<file path="src/rtl/core/hsv2rgb_pkg.sv">
// Shared types, sector codes and the channel scaling function for the
// HSV to RGB converter pipeline. No dependencies.
`timescale 1ns / 1ps

package hsv2rgb_pkg;

	// Hue sectors, each one sixth of a turn.
	localparam logic [2:0] SECTOR_RED_YELLOW    = 3'd0;
	localparam logic [2:0] SECTOR_YELLOW_GREEN  = 3'd1;
	localparam logic [2:0] SECTOR_GREEN_CYAN    = 3'd2;
	localparam logic [2:0] SECTOR_CYAN_BLUE     = 3'd3;
	localparam logic [2:0] SECTOR_BLUE_MAGENTA  = 3'd4;
	localparam logic [2:0] SECTOR_MAGENTA_RED   = 3'd5;

	localparam logic [7:0] ALPHA_OPAQUE = 8'hFF;

	// Fractions are held as unsigned integers over 2^24.
	localparam int unsigned FRAC_BITS = 24;

	// Stage 1 result: saturation products and the value carried along.
	typedef struct packed {
		logic [7:0]  value;
		logic [2:0]  sector;
		logic [8:0]  one_minus_s;
		logic [15:0] s_times_f;
		logic [15:0] s_times_nf;
	} s1_data_t;

	// Stage 2 result: the p, q and t fractions, v kept as its code.
	typedef struct packed {
		logic [7:0]           value;
		logic [2:0]           sector;
		logic [FRAC_BITS-1:0] frac_p;
		logic [FRAC_BITS-1:0] frac_q;
		logic [FRAC_BITS-1:0] frac_t;
	} s2_data_t;

	// Stage 3 result: the finished pixel.
	typedef struct packed {
		logic [7:0] red;
		logic [7:0] green;
		logic [7:0] blue;
	} pixel_t;

	// floor(255 * n / 2^24), with 255 * n formed as (n << 8) - n.
	function automatic logic [7:0] channel_code(input logic [FRAC_BITS-1:0] n);
		logic [FRAC_BITS+7:0] scaled;
		scaled = {n, 8'h00} - {8'h00, n};
		return scaled[FRAC_BITS+7:FRAC_BITS];
	endfunction

endpackage

</file>
<file path="src/rtl/core/hsv2rgb_front.sv">
// First pipeline stage: splits the hue into sector and fraction and forms
// the saturation products. Depends on hsv2rgb_pkg.
`timescale 1ns / 1ps

module hsv2rgb_front (
	input  logic                   clk,
	input  logic                   arst_n,
	input  logic                   en,
	input  logic                   valid_in,
	input  logic [7:0]             hue,
	input  logic [7:0]             saturation,
	input  logic [7:0]             brightness,
	output logic                   valid_s1,
	output hsv2rgb_pkg::s1_data_t  data_s1
);

	logic [10:0] hue6;
	logic [7:0]  frac;
	logic [8:0]  not_frac;
	logic [15:0] s_nf_wide;
	hsv2rgb_pkg::s1_data_t next;

	always_comb begin
		hue6      = {1'b0, hue, 2'b00} + {2'b00, hue, 1'b0};
		frac      = hue6[7:0];
		not_frac  = 9'd256 - {1'b0, frac};
		// At most 255 * 256, so sixteen bits hold it.
		s_nf_wide = {8'h00, saturation} * {7'h00, not_frac};

		next.value       = brightness;
		next.sector      = hue6[10:8];
		next.one_minus_s = 9'd256 - {1'b0, saturation};
		next.s_times_f   = {8'h00, saturation} * {8'h00, frac};
		next.s_times_nf  = s_nf_wide;
	end

	always_ff @(posedge clk or negedge arst_n) begin
		if (!arst_n) begin
			valid_s1 <= 1'b0;
		end else if (en) begin
			valid_s1 <= valid_in;
		end
	end

	always_ff @(posedge clk) begin
		if (en && valid_in) begin
			data_s1 <= next;
		end
	end

endmodule

</file>
<file path="src/rtl/core/hsv2rgb_scale.sv">
// Second pipeline stage: multiplies the value by the saturation terms to
// get the p, q and t fractions. Depends on hsv2rgb_pkg.
`timescale 1ns / 1ps

module hsv2rgb_scale (
	input  logic                   clk,
	input  logic                   arst_n,
	input  logic                   en,
	input  logic                   valid_in,
	input  hsv2rgb_pkg::s1_data_t  data_in,
	output logic                   valid_s2,
	output hsv2rgb_pkg::s2_data_t  data_s2
);

	logic [15:0] vp_prod;
	logic [23:0] vq_prod;
	logic [23:0] vt_prod;
	hsv2rgb_pkg::s2_data_t next;

	always_comb begin
		// v * (256 - s) stays below 2^16; the other two stay below 2^24.
		vp_prod = {8'h00, data_in.value} * {7'h00, data_in.one_minus_s};
		vq_prod = {16'h0000, data_in.value} *
			(24'h010000 - {8'h00, data_in.s_times_f});
		vt_prod = {16'h0000, data_in.value} *
			(24'h010000 - {8'h00, data_in.s_times_nf});

		next.value  = data_in.value;
		next.sector = data_in.sector;
		// Shifting v * (256 - s) by 8 lands it over 2^24.
		next.frac_p = {vp_prod, 8'h00};
		next.frac_q = vq_prod;
		next.frac_t = vt_prod;
	end

	always_ff @(posedge clk or negedge arst_n) begin
		if (!arst_n) begin
			valid_s2 <= 1'b0;
		end else if (en) begin
			valid_s2 <= valid_in;
		end
	end

	always_ff @(posedge clk) begin
		if (en && valid_in) begin
			data_s2 <= next;
		end
	end

endmodule

</file>
<file path="src/rtl/core/hsv2rgb_mix.sv">
// Third pipeline stage: permutes v, p, q and t by sector and scales each
// channel to an 8-bit code. Depends on hsv2rgb_pkg.
`timescale 1ns / 1ps

module hsv2rgb_mix (
	input  logic                   clk,
	input  logic                   arst_n,
	input  logic                   en,
	input  logic                   valid_in,
	input  hsv2rgb_pkg::s2_data_t  data_in,
	output logic                   valid_s3,
	output hsv2rgb_pkg::pixel_t    pixel_s3
);

	logic [hsv2rgb_pkg::FRAC_BITS-1:0] frac_v;
	logic [hsv2rgb_pkg::FRAC_BITS-1:0] frac_r;
	logic [hsv2rgb_pkg::FRAC_BITS-1:0] frac_g;
	logic [hsv2rgb_pkg::FRAC_BITS-1:0] frac_b;
	hsv2rgb_pkg::pixel_t next;

	always_comb begin
		frac_v = {data_in.value, 16'h0000};
		case (data_in.sector)
			hsv2rgb_pkg::SECTOR_RED_YELLOW: begin
				frac_r = frac_v;          frac_g = data_in.frac_t; frac_b = data_in.frac_p;
			end
			hsv2rgb_pkg::SECTOR_YELLOW_GREEN: begin
				frac_r = data_in.frac_q;  frac_g = frac_v;         frac_b = data_in.frac_p;
			end
			hsv2rgb_pkg::SECTOR_GREEN_CYAN: begin
				frac_r = data_in.frac_p;  frac_g = frac_v;         frac_b = data_in.frac_t;
			end
			hsv2rgb_pkg::SECTOR_CYAN_BLUE: begin
				frac_r = data_in.frac_p;  frac_g = data_in.frac_q; frac_b = frac_v;
			end
			hsv2rgb_pkg::SECTOR_BLUE_MAGENTA: begin
				frac_r = data_in.frac_t;  frac_g = data_in.frac_p; frac_b = frac_v;
			end
			default: begin
				frac_r = frac_v;          frac_g = data_in.frac_p; frac_b = data_in.frac_q;
			end
		endcase
		next.red   = hsv2rgb_pkg::channel_code(frac_r);
		next.green = hsv2rgb_pkg::channel_code(frac_g);
		next.blue  = hsv2rgb_pkg::channel_code(frac_b);
	end

	always_ff @(posedge clk or negedge arst_n) begin
		if (!arst_n) begin
			valid_s3 <= 1'b0;
		end else if (en) begin
			valid_s3 <= valid_in;
		end
	end

	always_ff @(posedge clk) begin
		if (en && valid_in) begin
			pixel_s3 <= next;
		end
	end

endmodule

</file>
<file path="src/rtl/core/hsv_to_rgb_pixel_converter_core.sv">
// Top level of the HSV to RGB pixel converter: three pipeline stages and
// the handshake control. Depends on hsv2rgb_pkg and the three stage modules.
`timescale 1ns / 1ps

// This block converts one 8-bit HSV pixel per clock into 8-bit red, green
// and blue plus a packed ARGB word with alpha fixed at 255. Each input
// code n is read as n/256; hue times six selects one of six sectors and a
// fraction, and the channels come out as floor(255 * fraction) with exact
// integer arithmetic, so a zero saturation always gives a grey pixel. A
// request passes three register stages: saturation products, value
// multiplies, then the sector permutation with channel scaling. The first
// stage loads at the accepting edge, and the result then passes the second
// and third stage registers before it is on the output. The pipeline
// accepts a new request every cycle while results are taken. A stall on
// the output holds the finished result in the last stage, and earlier
// stages keep filling any empty slots, so the input is stalled only once
// all three stages hold a request. There is no configuration and no
// state beyond the pipeline itself.
module hsv_to_rgb_pixel_converter_core (
	input  logic        clk,
	input  logic        arst_n,
	input  logic        hsv_valid,
	output logic        hsv_stall,
	input  logic [7:0]  hue,
	input  logic [7:0]  saturation,
	input  logic [7:0]  brightness,
	output logic        rgb_valid,
	input  logic        rgb_stall,
	output logic [7:0]  red,
	output logic [7:0]  green,
	output logic [7:0]  blue,
	output logic [31:0] argb_word
);

	logic                  valid_s1;
	logic                  valid_s2;
	logic                  valid_s3;
	logic                  en_s1;
	logic                  en_s2;
	logic                  en_s3;
	hsv2rgb_pkg::s1_data_t data_s1;
	hsv2rgb_pkg::s2_data_t data_s2;
	hsv2rgb_pkg::pixel_t   pixel_s3;

	// A stage may load when it is empty or its content moves on this cycle.
	assign en_s3 = !valid_s3 || !rgb_stall;
	assign en_s2 = !valid_s2 || en_s3;
	assign en_s1 = !valid_s1 || en_s2;

	assign hsv_stall = !en_s1;

	hsv2rgb_front u_front (
		.clk        (clk),
		.arst_n     (arst_n),
		.en         (en_s1),
		.valid_in   (hsv_valid),
		.hue        (hue),
		.saturation (saturation),
		.brightness (brightness),
		.valid_s1   (valid_s1),
		.data_s1    (data_s1)
	);

	hsv2rgb_scale u_scale (
		.clk      (clk),
		.arst_n   (arst_n),
		.en       (en_s2),
		.valid_in (valid_s1),
		.data_in  (data_s1),
		.valid_s2 (valid_s2),
		.data_s2  (data_s2)
	);

	hsv2rgb_mix u_mix (
		.clk      (clk),
		.arst_n   (arst_n),
		.en       (en_s3),
		.valid_in (valid_s2),
		.data_in  (data_s2),
		.valid_s3 (valid_s3),
		.pixel_s3 (pixel_s3)
	);

	assign rgb_valid = valid_s3;
	assign red       = pixel_s3.red;
	assign green     = pixel_s3.green;
	assign blue      = pixel_s3.blue;
	assign argb_word = {hsv2rgb_pkg::ALPHA_OPAQUE, pixel_s3.red, pixel_s3.green, pixel_s3.blue};

	// The input is held off only when every stage is full and the output stalls.
	assert property (@(posedge clk) disable iff (!arst_n)
		hsv_stall |-> (valid_s1 && valid_s2 && valid_s3 && rgb_stall))
		else $error("input stalled while the pipeline has room");

	// A request in stage one that is allowed to move reaches stage two.
	assert property (@(posedge clk) disable iff (!arst_n)
		(valid_s1 && en_s2) |=> valid_s2)
		else $error("request lost between stage one and stage two");

	// A taken result with nothing behind it leaves the output empty.
	assert property (@(posedge clk) disable iff (!arst_n)
		(rgb_valid && !rgb_stall && !valid_s2) |=> !rgb_valid)
		else $error("result repeated on the output");

	// A request accepted into an empty pipeline passes stage one and then sits in stage two.
	assert property (@(posedge clk) disable iff (!arst_n)
		(hsv_valid && !hsv_stall && !valid_s1 && !valid_s2 && !valid_s3) |=> ##1 valid_s2)
		else $error("request did not advance through an empty pipeline");

endmodule

</file>
<file path="config.mk">
export PLATFORM = sky130hd
export DESIGN_NAME = hsv_to_rgb_pixel_converter_core
export DESIGN_NICKNAME = d
export VERILOG_FILES = /design/src/rtl/core/hsv2rgb_pkg.sv /design/src/rtl/core/hsv2rgb_front.sv /design/src/rtl/core/hsv2rgb_scale.sv /design/src/rtl/core/hsv2rgb_mix.sv /design/src/rtl/core/hsv_to_rgb_pixel_converter_core.sv
export SDC_FILE = /design/constraint.sdc
export NUM_CORES = 1
export LEC_CHECK = 0
export BUFFER_PORTS_ARGS = -buffer_cell sky130_fd_sc_hd__buf_2
export CAP_MARGIN = 10
export CORE_UTILIZATION = 40
export DETAILED_ROUTE_END_ITERATION = 12
export HOLD_SLACK_MARGIN = 0.08
export MAX_ROUTING_LAYER = met4
export PLACE_DENSITY = 0.62
export SYNTH_ARGS = -nofsm -noshare
export SYNTH_HDL_FRONTEND = slang
export SYNTH_SLANG_ARGS = --single-unit
</file>
<file path="constraint.sdc">
create_clock -name clk -period 8.7 [get_ports clk]
set_input_delay 1.74 -clock clk [delete_from_list [all_inputs] [get_ports clk]]
set_output_delay 1.74 -clock clk [all_outputs]
set_load 0.005 [all_outputs]
</file>
==> results by group, run 1 <==
STA
  • Rel. slew slack: 0.280
  • Slew at the pin with the worst max-slew slack: approximately 1.1 ns
  • Skew final: between 0.015 and 0.02 ns
  • Setup_tns: 0 ns
  • Final Hold Vio Count: 0
  • Setup Viol. Count Final: 0
  • Max Fclk: about 130 MHz
  • Period utilisation layout: 0.871
  • RSZ-0062 raised after global routing: no
  • Hold WS: about 0.46 ns
  • Minimum clock period: around 7.6 ns
  • Slew Viols, Final: 0

Synth
  • Leading area contributor after synthesis: fa_1
  • Number of flops mapped to enable cells by yosys: roughly 150
  • Syn Area/Cell: ~9.3 um^2
  • Async set-reset flop share out of synthesis: 0.0203
  • Post-Synth XOR/XNOR Area: 0.0511
  • Post-synthesis simple-gate area fraction: 0.189
  • Count leader, synth: inv_1
  • Netlist Area Pre-Place: ~0.024 mm^2
  • Largest family of logic cells by synthesized area: adder cells
  • Synth warn: 0
  • Post-synthesis cell count: about 2,600
  • Synth Area in Adders: 0.362
  • Mux contribution to synthesized area: 0.0128
  • Post-synthesis cell type count: 85
  • Post-synthesis compound-gate area fraction: 0.108
  • Top_reg_cell synth: edfxtp_1
  • Synth top cells by count: 397 x inv_1, 326 x and2_1, 273 x fa_1, 248 x ha_1, 184 x nand2_1
  • Synth Register Bits: between 100 and 150
  • Post-synth top area share: 0.231
  • Area contributors post-synth: fa_1 23%, edfxtp_1 18%, ha_1 13%
  • Seq/Total Area, Yosys: 0.187

Setup path
  • Crit path to: u_front.data_s1[14]
  • CP arrival: a little under 8 ns
  • Crit path from: hue[0]
  • Cell repeated most along the worst path: inv_1
  • Cell family with most CP delay: adder cells
  • Worst R2R End: u_scale.data_s2[46]
  • Slack of the worst reg-to-reg path: around 1.8 ns
  • CP max stage delay: about 0.65 ns
  • CP Capture Type: flop
  • CP Class: in2reg
  • Number of cells on the critical path: 25
  • CP bufs+invs: 7
  • Worst Path Required: 8.89 ns
  • Critical path peak fanout: 11
  • Slowest cell on crit path: xor2_1
  • Origin of the critical flop-to-flop path: u_front.data_s1[1]
  • FF-to-FF path depth: 20
  • Worst setup SP type: input port

Cells and area
  • Multi-input combinational cell area: between 0.015 and 0.02 mm^2
  • Filler cells: ~5,700
  • Diode count: 0
  • Register area: roughly 0.0044 mm^2
  • Final core occ: 0.433
  • P&R area growth vs syn: 6.33%
  • Final #Nets: around 3,100
  • Layout cell share with drive strength beyond 1: 0.0666
  • Post-route cell area: roughly 0.025 mm^2

GRT
  • Initial antenna violation count: 0
  • GRT Util Overall: 0.200
  • Grt ovf: 0
  • Pin count of the biggest net entering global routing: between 70 and 80
  • Vias in the first global route: roughly 18,000
  • First-pass GRT wire length: 92.8 mm

Floorplan
  • Initial Util: 0.407
  • Num rows: 88
  • Die Ht: about 250 um
  • IO Pins: 86
  • Die width: 245 um
  • Die ar.: 0.0602 mm^2
  • Core Region: just under 0.06 mm^2

Placement
  • Area after DPL: roughly 0.025 mm^2
  • GPL Wtd Cong: between 0.9 and 1
  • IO Port Bufs: just under 80
  • Post-DP HPWL: around 44 mm

Clocking
  • Bufs on Longest Clock Path: 2
  • CTS root buffer: clkbuf_16
  • Post-CTS sizing: 0
  • Clock sinks: around 150
  • TritonCTS Buffers: 17
  • CTS tree: done
  • H-tree Lvls: 4
  • Hold_buf cts: 0
  • Reg clk slew, reported paths: roughly 0.060 ns
  • Postcts setup bufs: 0
  • Clock Latency Late Sink: 0.47 ns

Routing
  • Drt drc: 0
  • Vias/cell: about 5.3
  • Total number of vias: ~18,000
  • Post-DRT Antenna Nets: 0
  • DRT Pass-1 Iters: 8
  • Iteration-0 DRC Markers: slightly above 1,000
  • DR WL/cell: between 15 and 20 um
  • Total Routed Length: 56.6 mm

Flow run
  • Max-cap violations: 0

Min path
  • Hold Path Class: reg2reg

Status
  • Outcome: finished clean
routing by layer:
| metal | global-route usage | part of all wire |
|---|---|---|
| met1 | 0.242 | 0.44 |
| met2 | 0.339 | 0.49 |
| met3 | 0.0265 | 0.042 |
| met4 | 0.0739 | 0.032 |
| met5 | - | 0 |
cells in the final DEF, fill, tap and decap left out, types with 43 or more instances in the layout:
master,instances
edfxtp_1,145
nand2_1,184
fa_1,273
a21oi_1,107
ha_1,248
xnor2_1,101
buf_2,77
nor2_1,91
inv_1,397
and2_1,324
a21o_1,43
o21ai_0,66
worst min path at each step:
stage | startpoint | end | depth (start not counted)
after floorplan | u_front.data_s1[41] | u_scale.data_s2[72] | 0
after global routing | u_front.data_s1[41] | u_scale.data_s2[72] | 0
final | u_front.data_s1[41] | u_scale.data_s2[72] | 0
after global placement | u_front.data_s1[42] | u_scale.data_s2[73] | 0
after detailed placement | u_front.data_s1[42] | u_scale.data_s2[73] | 0
after CTS | u_front.data_s1[41] | u_scale.data_s2[72] | 0
flip-flops by register name, indices dropped and copies added, names as in the netlist:
| signal | cells |
|---|---|
| u_scale.data_s2 | 72 |
| u_front.data_s1 | 49 |
| u_mix.valid_s3 | 1 |
| u_scale.valid_s2 | 1 |
| u_front.valid_s1 | 1 |
| u_mix.pixel_s3 | 24 |
metrics by stage:
stage / worst slack [ns] / std cells
CTS: 1.18 / 3333
detailed placement: 0.700 / 3301
finish: 1.12 / 3333
global placement: 0.924 / 3301
floorplan: 1.72 / 2557
global route: 0.507 / 3333
kinds of logic after synthesis:
family / Yosys count
other: 1
AOI/OAI and AO/OA: 377
xor gates and xnor gates: 138
buffers and inverters: 516
adders and majority gates: 521
muxes: 29
DFF: 148
and+or+nand+nor: 820
area by class of cell:
class                           count  area share
Clock inverter                     15     0.00671
Timing Repair Buffer               97      0.0213
Inverter                          398      0.0593
Clock buffer                       17      0.0169
Sequential cell                   148       0.176
Multi-Input combinational cell   1893       0.682
Tap cell                          765      0.0380
Power of run 1 is left out: the tool's default activity adds up to more than one toggle a clock period on the data nets, which glitch-free logic cannot reach.
==> run 2: changes to the inputs <==
Settings changed: PLACE_DENSITY 0.62 to 0.64.
Clock period 8.7 ns to 6.5 ns, I/O delays scaled along.
==> results by group, run 2 (synthesis results as in run 1) <==
Setup path
  • Worst Path Required: approximately 6.7 ns
  • CP max stage delay: between 0.5 and 0.6 ns
  • Critical path peak fanout: 4
  • Cell family with most CP delay: adder cells
  • Worst setup SP type: input port
  • Worst path cell trace: buf_2 -> buf_4 -> ha_1 -> a21o_1 -> a21oi_1 -> buf_4 -> o21ai_0 -> a211oi_2 -> buf_4 -> xnor2_1 -> and2_1 -> fa_1 -> fa_1 -> fa_1 -> inv_1 -> fa_1 -> inv_1 -> ha_1 -> and2_1 -> o21ai_0 -> o21ai_0 -> o41ai_1 -> xnor2_1
  • Slack of the worst reg-to-reg path: between 0.3 and 0.4 ns
  • CP arrival: between 6 and 7 ns
  • CP Capture Type: flop
  • Slowest cell on crit path: fa_1
  • FF-to-FF path depth: 23
  • CP bufs+invs: 6
  • Crit path to: u_front.data_s1[15]
  • Cell repeated most along the worst path: fa_1
  • Origin of the critical flop-to-flop path: u_front.data_s1[22]
  • Worst R2R End: u_scale.data_s2[47]
  • Number of cells on the critical path: 23
  • Crit path from: hue[1]
  • CP Class: in2reg

Placement
  • Post-DP HPWL: 46.5 mm
  • Area after DPL: 0.0250 mm^2
  • GPL Wtd Cong: slightly below 0.9
  • IO Port Bufs: 77

GRT
  • GRT Util Overall: 0.205
  • Vias in the first global route: approximately 18,000
  • First-pass GRT wire length: around 95 mm
  • Grt ovf: 0
  • Initial antenna violation count: 1
  • Pin count of the biggest net entering global routing: 73

STA
  • Max Fclk: approximately 160 MHz
  • Rel. slew slack: 0.348
  • Period utilisation layout: 0.961
  • Minimum clock period: around 6.2 ns
  • Slew Viols, Final: 0
  • Setup Viol. Count Final: 0
  • Final Hold Vio Count: 0
  • Slew at the pin with the worst max-slew slack: 0.974 ns
  • Skew final: 0.0204 ns

Cells and area
  • Final #Nets: about 3,200
  • Most common cell after layout, fill and taps aside: inv_1
  • Post-route cell area: roughly 0.026 mm^2
  • Layout cell share with drive strength beyond 1: 0.0976
  • Top reg by flops: u_scale.data_s2
  • P&R area growth vs syn: 9.09%
  • Largest regs: u_scale.data_s2: 72 flops, u_front.data_s1: 49 flops, u_mix.pixel_s3: 24 flops
  • Max reg flops: 72
  • Most frequent cells in the layout: 397 x inv_1, 323 x and2_1, 272 x fa_1

Flow run
  • Max-cap violations: 0

Routing
  • Total Routed Length: roughly 58 mm
  • DRT Pass-1 Iters: 8
  • Drt drc: 0
  • Iteration-0 DRC Markers: between 800 and 900
  • DR WL/cell: around 17 um
  • Post-DRT Antenna Nets: 0
  • Total number of vias: around 18,000
  • Vias/cell: 5.23

Clocking
  • Bufs on Longest Clock Path: 2
  • Reg clk slew, reported paths: about 0.07 ns
  • Hold_buf cts: 0
  • H-tree Lvls: 4
  • TritonCTS Buffers: 17
  • CTS tree: done
  • Clock Latency Late Sink: roughly 0.49 ns
  • CTS root buffer: clkbuf_16
  • Clock sinks: around 150

Status
  • Outcome: finished clean

Floorplan
  • Core Region: ~0.058 mm^2
  • Die ar.: 0.0602 mm^2
  • Die width: roughly 250 um
  • Initial Util: 0.407
  • Die Ht: ~250 um
  • IO Pins: 86
  • Num rows: 88

Min path
  • Hold Path Class: reg2reg
run 2: changes by cell type in the layout (fill, tap and decap cells not counted), sizes merged:
cell	previous run	this run
inv	404	409
buf	97	163
diode	0	1
clkinvlp	3	0
clkinv	5	3
run 2: how the worst min path moves through the flow:
stage | from | endpoint | depth (start not counted)
floorplan | u_front.data_s1[41] | u_scale.data_s2[72] | 0
global placement | u_front.data_s1[41] | u_scale.data_s2[72] | 0
detailed placement | u_front.data_s1[43] | u_scale.data_s2[74] | 0
CTS | u_front.data_s1[43] | u_scale.data_s2[74] | 0
global route | u_front.data_s1[43] | u_scale.data_s2[74] | 0
finish | u_front.data_s1[41] | u_scale.data_s2[72] | 0
run 2: cell type report:
| type | instances | area (um^2) |
|---|---|---|
| clock inverters | 15 | 180 |
| inverters | 398 | 1490 |
| diodes | 1 | 2.50 |
| repair buffers | 163 | 1040 |
| well taps | 765 | 957 |
| flip-flops and latches | 148 | 4430 |
| clock buffers | 17 | 425 |
| multi-input cells | 1893 | 17300 |
| fillers | 5596 | 32300 |
run 2: through the flow:
| step | TNS (ns) | worst slack, ns | util | std cells | hold slack (ns) |
|---|---|---|---|---|---|
| 6_report | 0 | 0.251 | 0.444 | 3400 | 0.462 |
| 5_1_grt | -0.0350 | -0.0179 | 0.444 | 3400 | 0.466 |
| 4_1_cts | 0 | 0.103 | 0.441 | 3393 | 0.464 |
| 3_5_place_dp | -1.57 | -0.356 | 0.431 | 3361 | 0.447 |
| 3_3_place_gp | -0.682 | -0.222 | 0.431 | 3361 | 0.424 |
| 2_1_floorplan | 0 | 0.0178 | - | 2557 | 0.400 |
run 2: timing repair:
action	CTS	global route
gates resized for setup	0	26
setup buffers	0	6
setup endpoints to repair	0	11
run 2: layer usage:
| metal | track usage | part of all wire |
|---|---|---|
| met5 | - | 0 |
| met3 | 0.0266 | 0.033 |
| met4 | 0.0743 | 0.029 |
| met2 | 0.350 | 0.50 |
| met1 | 0.245 | 0.44 |
Power of run 2 is left out for the same reason.
